<file path="src/design/tcq_pkg.sv">
`timescale 1ns / 1ps
// ----------------------------------------------------------------------------
// tcq_pkg: shared types and constants of the timed command queue
// Slot count, command and status codes, transfer payloads, the entry held
// by one cell and the control broadcast from the top level to every cell.
// ----------------------------------------------------------------------------
package tcq_pkg;

    localparam int SLOTS = 10;
    localparam int CNT_W = $clog2(SLOTS + 1);

    localparam logic [7:0] EMPTY_MARK = 8'hFF;

    // command codes
    localparam logic [1:0] CMD_INSERT   = 2'd0;
    localparam logic [1:0] CMD_COMPLETE = 2'd1;
    localparam logic [1:0] CMD_CLEAR    = 2'd2;
    localparam logic [1:0] CMD_NONE     = 2'd3;

    // status codes
    localparam logic [1:0] STAT_OK       = 2'd0;
    localparam logic [1:0] STAT_FULL     = 2'd1;
    localparam logic [1:0] STAT_EMPTY    = 2'd2;
    localparam logic [1:0] STAT_BAD_CODE = 2'd3;

    typedef struct packed {
        logic [1:0] cmd;
        logic [7:0] mission_code;
        logic [7:0] delay_minutes;
        logic [7:0] cmd_detail;
        logic [7:0] elapsed_minutes;
    } t_in;

    typedef struct packed {
        logic [1:0] status;
        logic [7:0] next_code;
        logic [7:0] next_delay;
        logic [7:0] next_detail;
        logic [3:0] pending_count;
        logic       pending;
    } t_out;

    typedef struct packed {
        logic       valid;
        logic [7:0] code;
        logic [7:0] delay;
        logic [7:0] detail;
    } t_entry;

    typedef struct packed {
        logic [1:0] op;
        logic       age_en;
        logic [7:0] elapsed;
        logic [7:0] head_delay;
        t_entry     ins;
    } t_cell_ctrl;

    // subtract, saturating at zero
    function automatic logic [7:0] sat_sub(input logic [7:0] a, input logic [7:0] b);
        sat_sub = (a > b) ? (a - b) : 8'd0;
    endfunction

endpackage

</file>
<file path="src/design/tcq_cell.sv">
`timescale 1ns / 1ps
// ----------------------------------------------------------------------------
// tcq_cell: one slot of the sorted reservation chain
// Holds one entry. On insert it ages its delay, decides whether the new
// entry lands at or before it, and keeps its aged entry or takes the new
// entry or its left neighbor's. Complete takes the right neighbor's; clear drops it.
// ----------------------------------------------------------------------------
module tcq_cell (
    input  logic                i_clk,
    input  logic                i_rst_n,
    input  tcq_pkg::t_cell_ctrl i_ctrl,
    input  tcq_pkg::t_entry     i_prev_aged,
    input  logic                i_prev_take,
    input  tcq_pkg::t_entry     i_next,
    output tcq_pkg::t_entry     o_entry,
    output tcq_pkg::t_entry     o_aged,
    output logic                o_take
);

    tcq_pkg::t_entry r_entry;
    tcq_pkg::t_entry n_entry;
    tcq_pkg::t_entry w_aged;
    logic            w_take;

    // age the held delay by the elapsed minutes
    always_comb begin
        w_aged = r_entry;
        if (i_ctrl.age_en) begin
            w_aged.delay = tcq_pkg::sat_sub(r_entry.delay, i_ctrl.elapsed);
        end
    end

    // new entry goes before this one when this slot is empty or later
    assign w_take = !r_entry.valid || (w_aged.delay > i_ctrl.ins.delay);

    // select next entry
    always_comb begin
        n_entry = r_entry;
        case (i_ctrl.op)
            tcq_pkg::CMD_INSERT: begin
                if (!w_take) begin
                    n_entry = w_aged;
                end else if (!i_prev_take) begin
                    n_entry = i_ctrl.ins;
                end else begin
                    n_entry = i_prev_aged;
                end
            end
            tcq_pkg::CMD_COMPLETE: begin
                n_entry       = i_next;
                n_entry.delay = tcq_pkg::sat_sub(i_next.delay, i_ctrl.head_delay);
            end
            tcq_pkg::CMD_CLEAR: begin
                n_entry.valid = 1'b0;
            end
            default: begin
                n_entry = r_entry;
            end
        endcase
    end

    // hold entry; reset clears only the valid flag
    always_ff @(posedge i_clk) begin
        if (!i_rst_n) begin
            r_entry.valid <= 1'b0;
        end else begin
            r_entry.valid <= n_entry.valid;
        end
        r_entry.code   <= n_entry.code;
        r_entry.delay  <= n_entry.delay;
        r_entry.detail <= n_entry.detail;
    end

    assign o_entry = r_entry;
    assign o_aged  = w_aged;
    assign o_take  = w_take;

endmodule

</file>
<file path="src/design/timed_command_queue.sv">
`timescale 1ns / 1ps
// ----------------------------------------------------------------------------
// timed_command_queue: sorted queue of timed command reservations
// Chain of slot cells kept in ascending delay order, with a small
// controller that checks each command and reports the head entry.
// ----------------------------------------------------------------------------
// Usage:
//   Input channel (i_in_valid / o_in_ready / i_in_data) carries one command:
//   insert, complete head or clear. Output channel (o_out_valid /
//   i_out_ready / o_out_data) returns one report per command: status, head
//   entry (all 255 when empty), count and pending flag.
//   A command passes the execute and report states before its report is
//   registered, and no new command is taken before then. The cells update
//   in parallel in the execute state, so latency does not depend on fill level.
//   The next command is taken while a report still waits in the output
//   register; if the receiver stalls long enough for a second report to be
//   ready, the block holds it and stops taking commands until the first one
//   transfers.
//   Reset empties all slots, clears the count and turns aging off; the block
//   is ready in the first cycle after reset.
// ----------------------------------------------------------------------------
module timed_command_queue (
    input  logic          i_clk,
    input  logic          i_rst_n,
    input  logic          i_in_valid,
    output logic          o_in_ready,
    input  tcq_pkg::t_in  i_in_data,
    output logic          o_out_valid,
    input  logic          i_out_ready,
    output tcq_pkg::t_out o_out_data
);

    typedef enum logic [2:0] {
        ST_IDLE   = 3'b001,
        ST_EXEC   = 3'b010,
        ST_REPORT = 3'b100
    } t_state;

    t_state                    r_state;
    t_state                    n_state;
    tcq_pkg::t_in              r_item;
    logic [tcq_pkg::CNT_W-1:0] r_count;
    logic [tcq_pkg::CNT_W-1:0] n_count;
    logic                      r_aging;
    logic                      n_aging;
    logic [1:0]                r_status;
    logic [1:0]                n_status;
    logic                      r_out_valid;
    tcq_pkg::t_out             r_out;
    tcq_pkg::t_out             n_out;
    tcq_pkg::t_cell_ctrl       w_ctrl;
    logic                      w_load;

    tcq_pkg::t_entry           w_entry [tcq_pkg::SLOTS];
    tcq_pkg::t_entry           w_aged  [tcq_pkg::SLOTS];
    logic [tcq_pkg::SLOTS-1:0] w_take;
    logic [tcq_pkg::SLOTS-1:0] w_valid;

    assign o_in_ready = (r_state == ST_IDLE);
    assign w_load     = (r_state == ST_REPORT) && (!r_out_valid || i_out_ready);

    // check the command and issue it to the cells
    always_comb begin
        n_status = tcq_pkg::STAT_OK;
        n_count  = r_count;
        n_aging  = r_aging;
        w_ctrl.op         = tcq_pkg::CMD_NONE;
        w_ctrl.age_en     = r_aging;
        w_ctrl.elapsed    = r_item.elapsed_minutes;
        w_ctrl.head_delay = w_entry[0].delay;
        w_ctrl.ins.valid  = 1'b1;
        w_ctrl.ins.code   = r_item.mission_code;
        w_ctrl.ins.delay  = r_item.delay_minutes;
        w_ctrl.ins.detail = r_item.cmd_detail;
        if (r_state == ST_EXEC) begin
            case (r_item.cmd)
                tcq_pkg::CMD_INSERT: begin
                    if (r_item.mission_code == tcq_pkg::EMPTY_MARK) begin
                        n_status = tcq_pkg::STAT_BAD_CODE;
                    end else if (r_count == tcq_pkg::CNT_W'(tcq_pkg::SLOTS)) begin
                        n_status = tcq_pkg::STAT_FULL;
                    end else begin
                        w_ctrl.op = tcq_pkg::CMD_INSERT;
                        n_count   = r_count + 1'b1;
                        n_aging   = 1'b1;
                    end
                end
                tcq_pkg::CMD_COMPLETE: begin
                    if (r_count == '0) begin
                        n_status = tcq_pkg::STAT_EMPTY;
                    end else begin
                        w_ctrl.op = tcq_pkg::CMD_COMPLETE;
                        n_count   = r_count - 1'b1;
                    end
                end
                tcq_pkg::CMD_CLEAR: begin
                    w_ctrl.op = tcq_pkg::CMD_CLEAR;
                    n_count   = '0;
                    n_aging   = 1'b0;
                end
                default: begin
                    w_ctrl.op = tcq_pkg::CMD_NONE;
                end
            endcase
        end
    end

    // chain of slot cells
    for (genvar k = 0; k < tcq_pkg::SLOTS; k++) begin : g_cell
        tcq_pkg::t_entry w_prev_aged;
        logic            w_prev_take;
        tcq_pkg::t_entry w_next;

        if (k == 0) begin : g_first
            assign w_prev_aged = '0;
            assign w_prev_take = 1'b0;
        end else begin : g_inner
            assign w_prev_aged = w_aged[k-1];
            assign w_prev_take = w_take[k-1];
        end

        if (k == tcq_pkg::SLOTS - 1) begin : g_last
            assign w_next = '{valid: 1'b0, code: tcq_pkg::EMPTY_MARK,
                              delay: tcq_pkg::EMPTY_MARK, detail: tcq_pkg::EMPTY_MARK};
        end else begin : g_mid
            assign w_next = w_entry[k+1];
        end

        tcq_cell u_cell (
            .i_clk       (i_clk),
            .i_rst_n     (i_rst_n),
            .i_ctrl      (w_ctrl),
            .i_prev_aged (w_prev_aged),
            .i_prev_take (w_prev_take),
            .i_next      (w_next),
            .o_entry     (w_entry[k]),
            .o_aged      (w_aged[k]),
            .o_take      (w_take[k])
        );

        assign w_valid[k] = w_entry[k].valid;
    end

    // build the report from the head cell
    always_comb begin
        n_out.status        = r_status;
        n_out.next_code     = w_entry[0].valid ? w_entry[0].code   : tcq_pkg::EMPTY_MARK;
        n_out.next_delay    = w_entry[0].valid ? w_entry[0].delay  : tcq_pkg::EMPTY_MARK;
        n_out.next_detail   = w_entry[0].valid ? w_entry[0].detail : tcq_pkg::EMPTY_MARK;
        n_out.pending_count = 4'(r_count);
        n_out.pending       = (r_count != '0);
    end

    // advance the command sequence
    always_comb begin
        n_state = r_state;
        case (r_state)
            ST_IDLE: begin
                if (i_in_valid) begin
                    n_state = ST_EXEC;
                end
            end
            ST_EXEC: begin
                n_state = ST_REPORT;
            end
            ST_REPORT: begin
                if (w_load) begin
                    n_state = ST_IDLE;
                end
            end
            default: begin
                n_state = ST_IDLE;
            end
        endcase
    end

    // control registers
    always_ff @(posedge i_clk) begin
        if (!i_rst_n) begin
            r_state     <= ST_IDLE;
            r_count     <= '0;
            r_aging     <= 1'b0;
            r_out_valid <= 1'b0;
        end else begin
            r_state <= n_state;
            r_count <= n_count;
            r_aging <= n_aging;
            if (w_load) begin
                r_out_valid <= 1'b1;
            end else if (i_out_ready) begin
                r_out_valid <= 1'b0;
            end
        end
    end

    // payload registers
    always_ff @(posedge i_clk) begin
        if (i_in_valid && o_in_ready) begin
            r_item <= i_in_data;
        end
        if (r_state == ST_EXEC) begin
            r_status <= n_status;
        end
        if (w_load) begin
            r_out <= n_out;
        end
    end

    assign o_out_valid = r_out_valid;
    assign o_out_data  = r_out;

`ifndef NO_ASSERTIONS
    // one held entry per counted reservation
    a_count_matches: assert property (@(posedge i_clk) disable iff (!i_rst_n)
        $countones(w_valid) == r_count)
        else $error("cell valid bits disagree with held count");

    // count never exceeds the slot count
    a_count_range: assert property (@(posedge i_clk) disable iff (!i_rst_n)
        r_count <= tcq_pkg::CNT_W'(tcq_pkg::SLOTS))
        else $error("held count above slot count");

    // head is never later than the second entry
    a_head_sorted: assert property (@(posedge i_clk) disable iff (!i_rst_n)
        w_valid[1] |-> (w_entry[0].delay <= w_entry[1].delay))
        else $error("queue head out of delay order");

    // an input transfer always starts execution next cycle
    a_accept_exec: assert property (@(posedge i_clk) disable iff (!i_rst_n)
        (i_in_valid && o_in_ready) |=> (r_state == ST_EXEC))
        else $error("accepted command not executed");
`endif

endmodule
</file>
<file path="config.mk">
export PLATFORM = sky130hd
export DESIGN_NAME = timed_command_queue
export DESIGN_NICKNAME = d
export VERILOG_FILES = /design/src/design/tcq_pkg.sv /design/src/design/tcq_cell.sv /design/src/design/timed_command_queue.sv
export SDC_FILE = /design/constraint.sdc
export NUM_CORES = 1
export LEC_CHECK = 0
export BUFFER_PORTS_ARGS = -buffer_cell sky130_fd_sc_hd__buf_4
export CAP_MARGIN = 0
export CORE_UTILIZATION = 54
export CTS_CLUSTER_DIAMETER = 40
export CTS_CLUSTER_SIZE = 24
export DETAILED_ROUTE_END_ITERATION = 12
export GPL_ROUTABILITY_DRIVEN = 0
export PLACE_DENSITY_LB_ADDON = 0.1
export SETUP_SLACK_MARGIN = 0.3
export SLEW_MARGIN = 25
export SYNTH_ARGS = -nofsm -noshare
export SYNTH_HDL_FRONTEND = slang
export SYNTH_SLANG_ARGS = --single-unit
export TNS_END_PERCENT = 100
</file>
<file path="constraint.sdc">
create_clock -name i_clk -period 4.4 [get_ports i_clk]
set_input_delay 0.66 -clock i_clk [delete_from_list [all_inputs] [get_ports i_clk]]
set_output_delay 0.66 -clock i_clk [all_outputs]
set_load 0.01 [all_outputs]
</file>
==> results of run 1 <==
[path summary, 6_finish.rpt]
check / to / depth (start not counted)
setup reg to reg: g_cell[7].u_cell.o_entry[15] / 15
setup / recovery: g_cell[7].u_cell.o_entry[15] / 15
hold / removal: r_item[4] / 1
hold reg to reg: o_out_data[30] / 0
[routing by layer]
| metal | part of all wire (%) | track usage (%) | up-vias |
|---|---|---|---|
| met5 | 0 | 0 | - |
| met4 | 6.2 | 19.8 | 0 |
| met3 | 9.0 | 5.65 | 323 |
| met2 | 47 | 58.3 | 1195 |
| met1 | 38 | 43.9 | 11054 |
| li1 | - | - | 10245 |
[cells by family after synthesis]
group           synth area share, %
mux                            6.79
buf+inv                        4.07
flops                          38.3
simple gates                   12.5
xor+xnor                       2.48
fa+ha+maj                      13.4
compound gates                 22.5
[area by class of cell]
| cell class | count | area share, % |
|---|---|---|
| multi-input cells | 1998 | 49.9 |
| diodes | 2 | 0.0163 |
| flip-flops and latches | 326 | 31.2 |
| well taps | 600 | 2.44 |
| clock inverters | 43 | 1.71 |
| inverters | 147 | 1.83 |
| repair buffers | 282 | 8.50 |
| clock buffers | 56 | 4.41 |
[power by group]
part | internal [uW] | switching (uW) | leakage (uW) | total [uW]
logic | 461 | 656 | 0.00808 | 1120
clock network | 2710 | 1690 | 0.000902 | 4400
registers | 3440 | 87.5 | 0.00291 | 3530
total | 6610 | 2430 | 0.0119 | 9050
[repair_timing]
item                       in CTS  in global routing
hold endpoints to repair        0                  0
setup endpoints to repair     359                389
gates cloned                    4                  3
hold buffers                    0                  0
buffers inserted               28                 24
gates resized for setup       112                102
pin swaps                      28                 28
[through the flow]
step	instance area (sq um)	cells	hold WS, ps	total power, uW	setup WS [ps]
after global routing	30800	3452	212	9300	-42.2
after floorplan	25100	2584	400	4190	301
after detailed placement	27300	3293	416	4560	-18.6
after CTS	30000	3424	202	9000	220
after global placement	27300	3293	417	4530	47.7
final	30800	3454	223	9050	134
[sequential cells by signal (all words and copies together) (netlist names)]
register,cells
o_out_valid,1
r_count,4
r_item,34
g_cell.u_cell.o_aged,170
o_out_data,31
r_aging,1
r_status,2
r_state,3
g_cell.u_cell.o_entry,80
[placed cells by master, fill, tap and decap left out, drive strengths merged, types with 19 or more instances in the layout]
cell type	instances
nand2b	44
o21ai	298
nand4	56
edfxtp	307
mux2i	165
a21o	36
xnor2	44
nand2	276
nor2	115
nor2b	54
nor3	40
o211ai	30
o21a	54
xor2	27
a22oi	36
buf	278
inv	154
a21oi	157
o32ai	22
clkbuf	60
fa	20
ha	236
o22ai	20
dfxtp	19
a211oi	20
clkinv	21
o221ai	19
==> flow_summary.toml, run 1 <==
[outcome]
result_of_the_run = "completed"

[sta]
timing.final.setup_violations = 0
maxSlewViolCount = 0
fmax_mhz = 234
timing_worst_slew_pin_value_ps = 1090
final.min_clock_period_ps = 4270
final_hold_viol_count = 0
unrepaired_setup_endpoints_after_global_routing = "true"
final_min_period_over_clock_period_pct = 97.0
fin_tns_setup_ps = 0
max-slew-margin-rel_pct = 27.2
finClkSkew_ps = 35.6

[logic_synthesis]
post-synth-top-area-cell = "edfxtp_1"
synth-edff-count = 307
syn_inst = 2584
number_of_synthesis_warnings = 0
synth_top_cells_by_count = "edfxtp_1, o21ai_0, nand2_1, ha_1, mux2i_1"
yosys.area.top_type_share_pct = 36.8
ys_async_sr_fraction_pct = 0
synth.yosys.seq_area_share_pct = 38.3
synth_nets = 2878
yosys-top-cells-area = "edfxtp_1, ha_1, mux2i_1, o21ai_0, nand2_1"
number_of_synthesized_register_bits = 326
postSynth.topFlopCell = "edfxtp_1"
yosys.cell_types.count = 92
syn-mean-instance-area_sq_um = 9.69
synthMostInstantiatedCell = "edfxtp_1"
mappedNetlistArea_sq_um = 25000

[final_layout]
final_core_util_pct = 67.6
multi_input_gate_area_in_the_final_layout_sq_um = 15400
net_count_final = 3103
layout-drive-gt1-share_pct = 19.8
total_of_fill_cells_in_the_finished_design = 3514
layout_stage_area_growth_over_the_synthesis_result_pct = 23.0
area.sequential_sq_um = 9600

[die]
floorplan.die.width_um = 217
placementRows = 78
chipHeight_um = 217
floorplan.die_area_sq_um = 47200
floorplan.core_area_sq_um = 45600
initial_utilization_pct = 55.0
pin_count = 71

[worst_setup_path]
reg2reg_from = "r_item[0]"
start_kind = "flip-flop"
cp_max_fo = 10
worst-setup-path-type = "flip-flop to flip-flop"
critical-path-top-cell-by-count = "ha_1"
worst_stage_delay_on_the_critical_path_ps = 400
worstPathRequired_ps = 4760
worst_path_dominant_cell_family = "compound AO/OA/AOI/OAI gates"
cp.buffers_inverters = 2
critical_path_source = "r_item[0]"
crit_chain = "buf_12 > ha_1 > fa_1 > nand2b_4 > a211oi_4 > o31ai_4 > buf_4 > o32ai_4 > ha_1 > and4_1 > nand4_1 > o21ai_2 > a21oi_4 > mux2_4 > a221o_1"
ff2ff_setup_slack_ps = 130
cp_data_arrival_time_ps = 4620
endpoint_kind = "flip-flop"
timing.critical_path.slowest_stage_cell = "edfxtp_1"

[pwr]
vdd.ir_drop.worst_mv = 0.356
power_density_nw_per_um2 = 294
static_leak_uw = 0.0119

[routing]
drt_first_iter_violations = 2154
routed_wirelength_um = 85300
dr.pass1.iters = 8
dr_total_vias = 22817
drt-wirelength-per-cell_um = 24.7
drc_errors = 0
vias_per_instance = 6.61
route.antenna.remaining_nets = 0

[min_path]
hold_start = "i_in_data[4]"
worstHoldPathType = "input pin to flip-flop"

[grt]
antenna_violations_before_repair = 0
grt_max_degree = 150
grt_usage_pct = 35.2
grt.overflow.total = 0
number_of_global_route_vias_before_repair = 22432
grt_first_pass_wirelength_um = 127000

[clock_tree]
clkSinkCount = 326
clk_tree_root_cell = "clkbuf_16"
clkLatencyLatePin_ps = 610
worst_setup_hold_path_clk_slew_ps = 50
numCtsBuffers = 54
cts_tree = "built"
h-tree-depth = 2
clock_tree.buffer_depth = 3

[place]
numPortBuffers = 70
hpwl_um = 60100

[flow_run]
maxCapViolations = 0
No activity file was read; power rests on OpenSTA's default activity.
==> run 2: changes to the inputs <==
CORE_MARGIN = 8   (was unset)
==> run 2 against run 1 <==
Net effect:
- global-route usage decreased by 5.6 points
- non-clock buffer count increased by 62
- worst hold slack got worse by 17 ps
- largest power group unchanged
==> flow_summary.toml, run 2 (synthesized netlist as in run 1, its figures left out) <==
[min_path]
hold_start = "i_in_data[32]"
timing.hold.worst_path_depth = 1
worstHoldPathType = "input pin to flip-flop"

[outcome]
result_of_the_run = "completed"

[clock_tree]
numCtsBuffers = 59
h-tree-depth = 2
clock_tree.buffer_depth = 3
worst_setup_hold_path_clk_slew_ps = 60
clkLatencyLatePin_ps = 630
cts_tree = "built"
cts_hold_repair.buffers = 0
clk_tree_root_cell = "clkbuf_16"
clkSinkCount = 326

[final_layout]
total_of_fill_cells_in_the_finished_design = 3374
final_core_util_pct = 69.5
layout-drive-gt1-share_pct = 23.6
layout_stage_area_growth_over_the_synthesis_result_pct = 28.1
fin_area_sq_um = 32100
net_count_final = 3170
mostFrequentLayoutCells = "edfxtp_1, nand2_1, buf_4"
final_cell_count_no_fill = 3533
layout.cells.most_common = "edfxtp_1"
largest_reg_flops = 170

[die]
pin_count = 71
initial_utilization_pct = 54.3
floorplan.core_area_sq_um = 46200
floorplan.die_area_sq_um = 53500
placementRows = 79
chipHeight_um = 231
floorplan.die.width_um = 231

[routing]
drt-wirelength-per-cell_um = 24.1
dr.pass1.iters = 9
drt_first_iter_violations = 1870
routed_wirelength_um = 85300
vias_per_instance = 6.47
dr_total_vias = 22864
drc_errors = 0
route.antenna.remaining_nets = 0

[grt]
grt_first_pass_wirelength_um = 125000
antenna_violations_before_repair = 1
grt_max_degree = 136
number_of_global_route_vias_before_repair = 22486
grt_usage_pct = 29.7
grt.overflow.total = 0

[place]
hpwl_um = 59300
preCtsSetupSlack_ps = 30.7
postPlaceCellArea_sq_um = 27500
numPortBuffers = 70
place.detailed.instances = 3321

[sta]
unrepaired_setup_endpoints_after_global_routing = "true"
fin_tns_setup_ps = 0
timing.final.setup_violations = 0
timing_worst_slew_pin_value_ps = 1090
final_min_period_over_clock_period_pct = 93.4
maxSlewViolCount = 0
timing.final.ws_setup_ps = 292
fmax_mhz = 243
finClkSkew_ps = 33.7
final.min_clock_period_ps = 4110
final_hold_viol_count = 0
max-slew-margin-rel_pct = 27.6

[worst_setup_path]
reg2reg_from = "r_item[0]"
critical_path_source = "r_item[0]"
worst-setup-path-type = "flip-flop to flip-flop"
start_kind = "flip-flop"
r2r.worst_path.cells = 19
endpoint_kind = "flip-flop"
cp_max_fo = 7
cp_data_arrival_time_ps = 4480
worstPathRequired_ps = 4770

[pwr]
vdd.ir_drop.worst_mv = 0.335
static_leak_uw = 0.0124
power_density_nw_per_um2 = 298

[flow_run]
maxCapViolations = 0
==> run 2: cell types whose count changed in the layout (fill, tap and decap cells not counted), moves of 8 or more <==
cell	previous run	this run
buf_4	225	274
o21ai_0	269	249
ha_1	227	210
o21ai_1	17	33
clkbuf_16	57	71
ha_4	4	18
a21oi_2	20	28
buf_12	25	33
==> run 2: final cells by class <==
cell class                      instances  area, sq um  area share (%)
Antenna cell                            1         2.50         0.00780
Clock buffer                           64         1510            4.69
Clock inverter                         46          617            1.92
Inverter                              147          577            1.80
Multi-Input combinational cell       1998        15700            48.9
Sequential cell                       326         9600            29.9
Tap cell                              607          759            2.37
Timing Repair Buffer                  344         3320            10.3
==> run 2: power breakdown <==
part	leakage, uW	switching [uW]	internal [uW]
Combinational	0.00846	675	506
Clock	0.00102	1760	3110
Sequential	0.00291	84.1	3440
Total	0.0124	2520	7060
==> run 2: critical path: stages, from the launching register on <==
cell and delay (ps):
edfxtp_1 440, buf_6 190, buf_6 120, ha_4 150
fa_2 350, nor2b_2 170, o21ai_2 80, a21oi_2 140
o221ai_2 120, o32ai_2 290, buf_4 180, ha_4 200
a21o_1 200, a21oi_2 160, o21ai_2 90, o21ai_4 340
buf_6 180, buf_12 140, mux2i_2 230, o21ai_0 90
==> run 2: final timing paths <==
kind	endpoint	slack, ps
max	g_cell[4].u_cell.o_aged[7]	290
min	r_item[32]	210
max reg2reg	g_cell[4].u_cell.o_aged[7]	290
min reg2reg	o_out_data[30]	420
==> run 2: stage by stage <==
| step | total power [uW] | hold WS (ps) |
|---|---|---|
| finish | 9570 | 206 |
| global route | 9830 | 184 |
| CTS | 9440 | 180 |
| detailed placement | 4560 | 406 |
| global placement | 4530 | 409 |
| floorplan | 4190 | 400 |
==> run 2: what timing repair did <==
action | in CTS | in global routing
gates cloned | 1 | 14
resized for setup | 62 | 228
endpoints found under the setup margin | 297 | 385
endpoints found under the hold margin | 0 | 0
setup buffers | 14 | 71
pin swaps | 13 | 62
==> run 2: layer usage <==
metal	routed length [um]	track usage [%]	share of wire (%)
met1	32600	36.5	38
met2	39800	49.2	47
met3	7450	5.34	8.7
met4	5340	15.9	6.3
met5	0	0	0
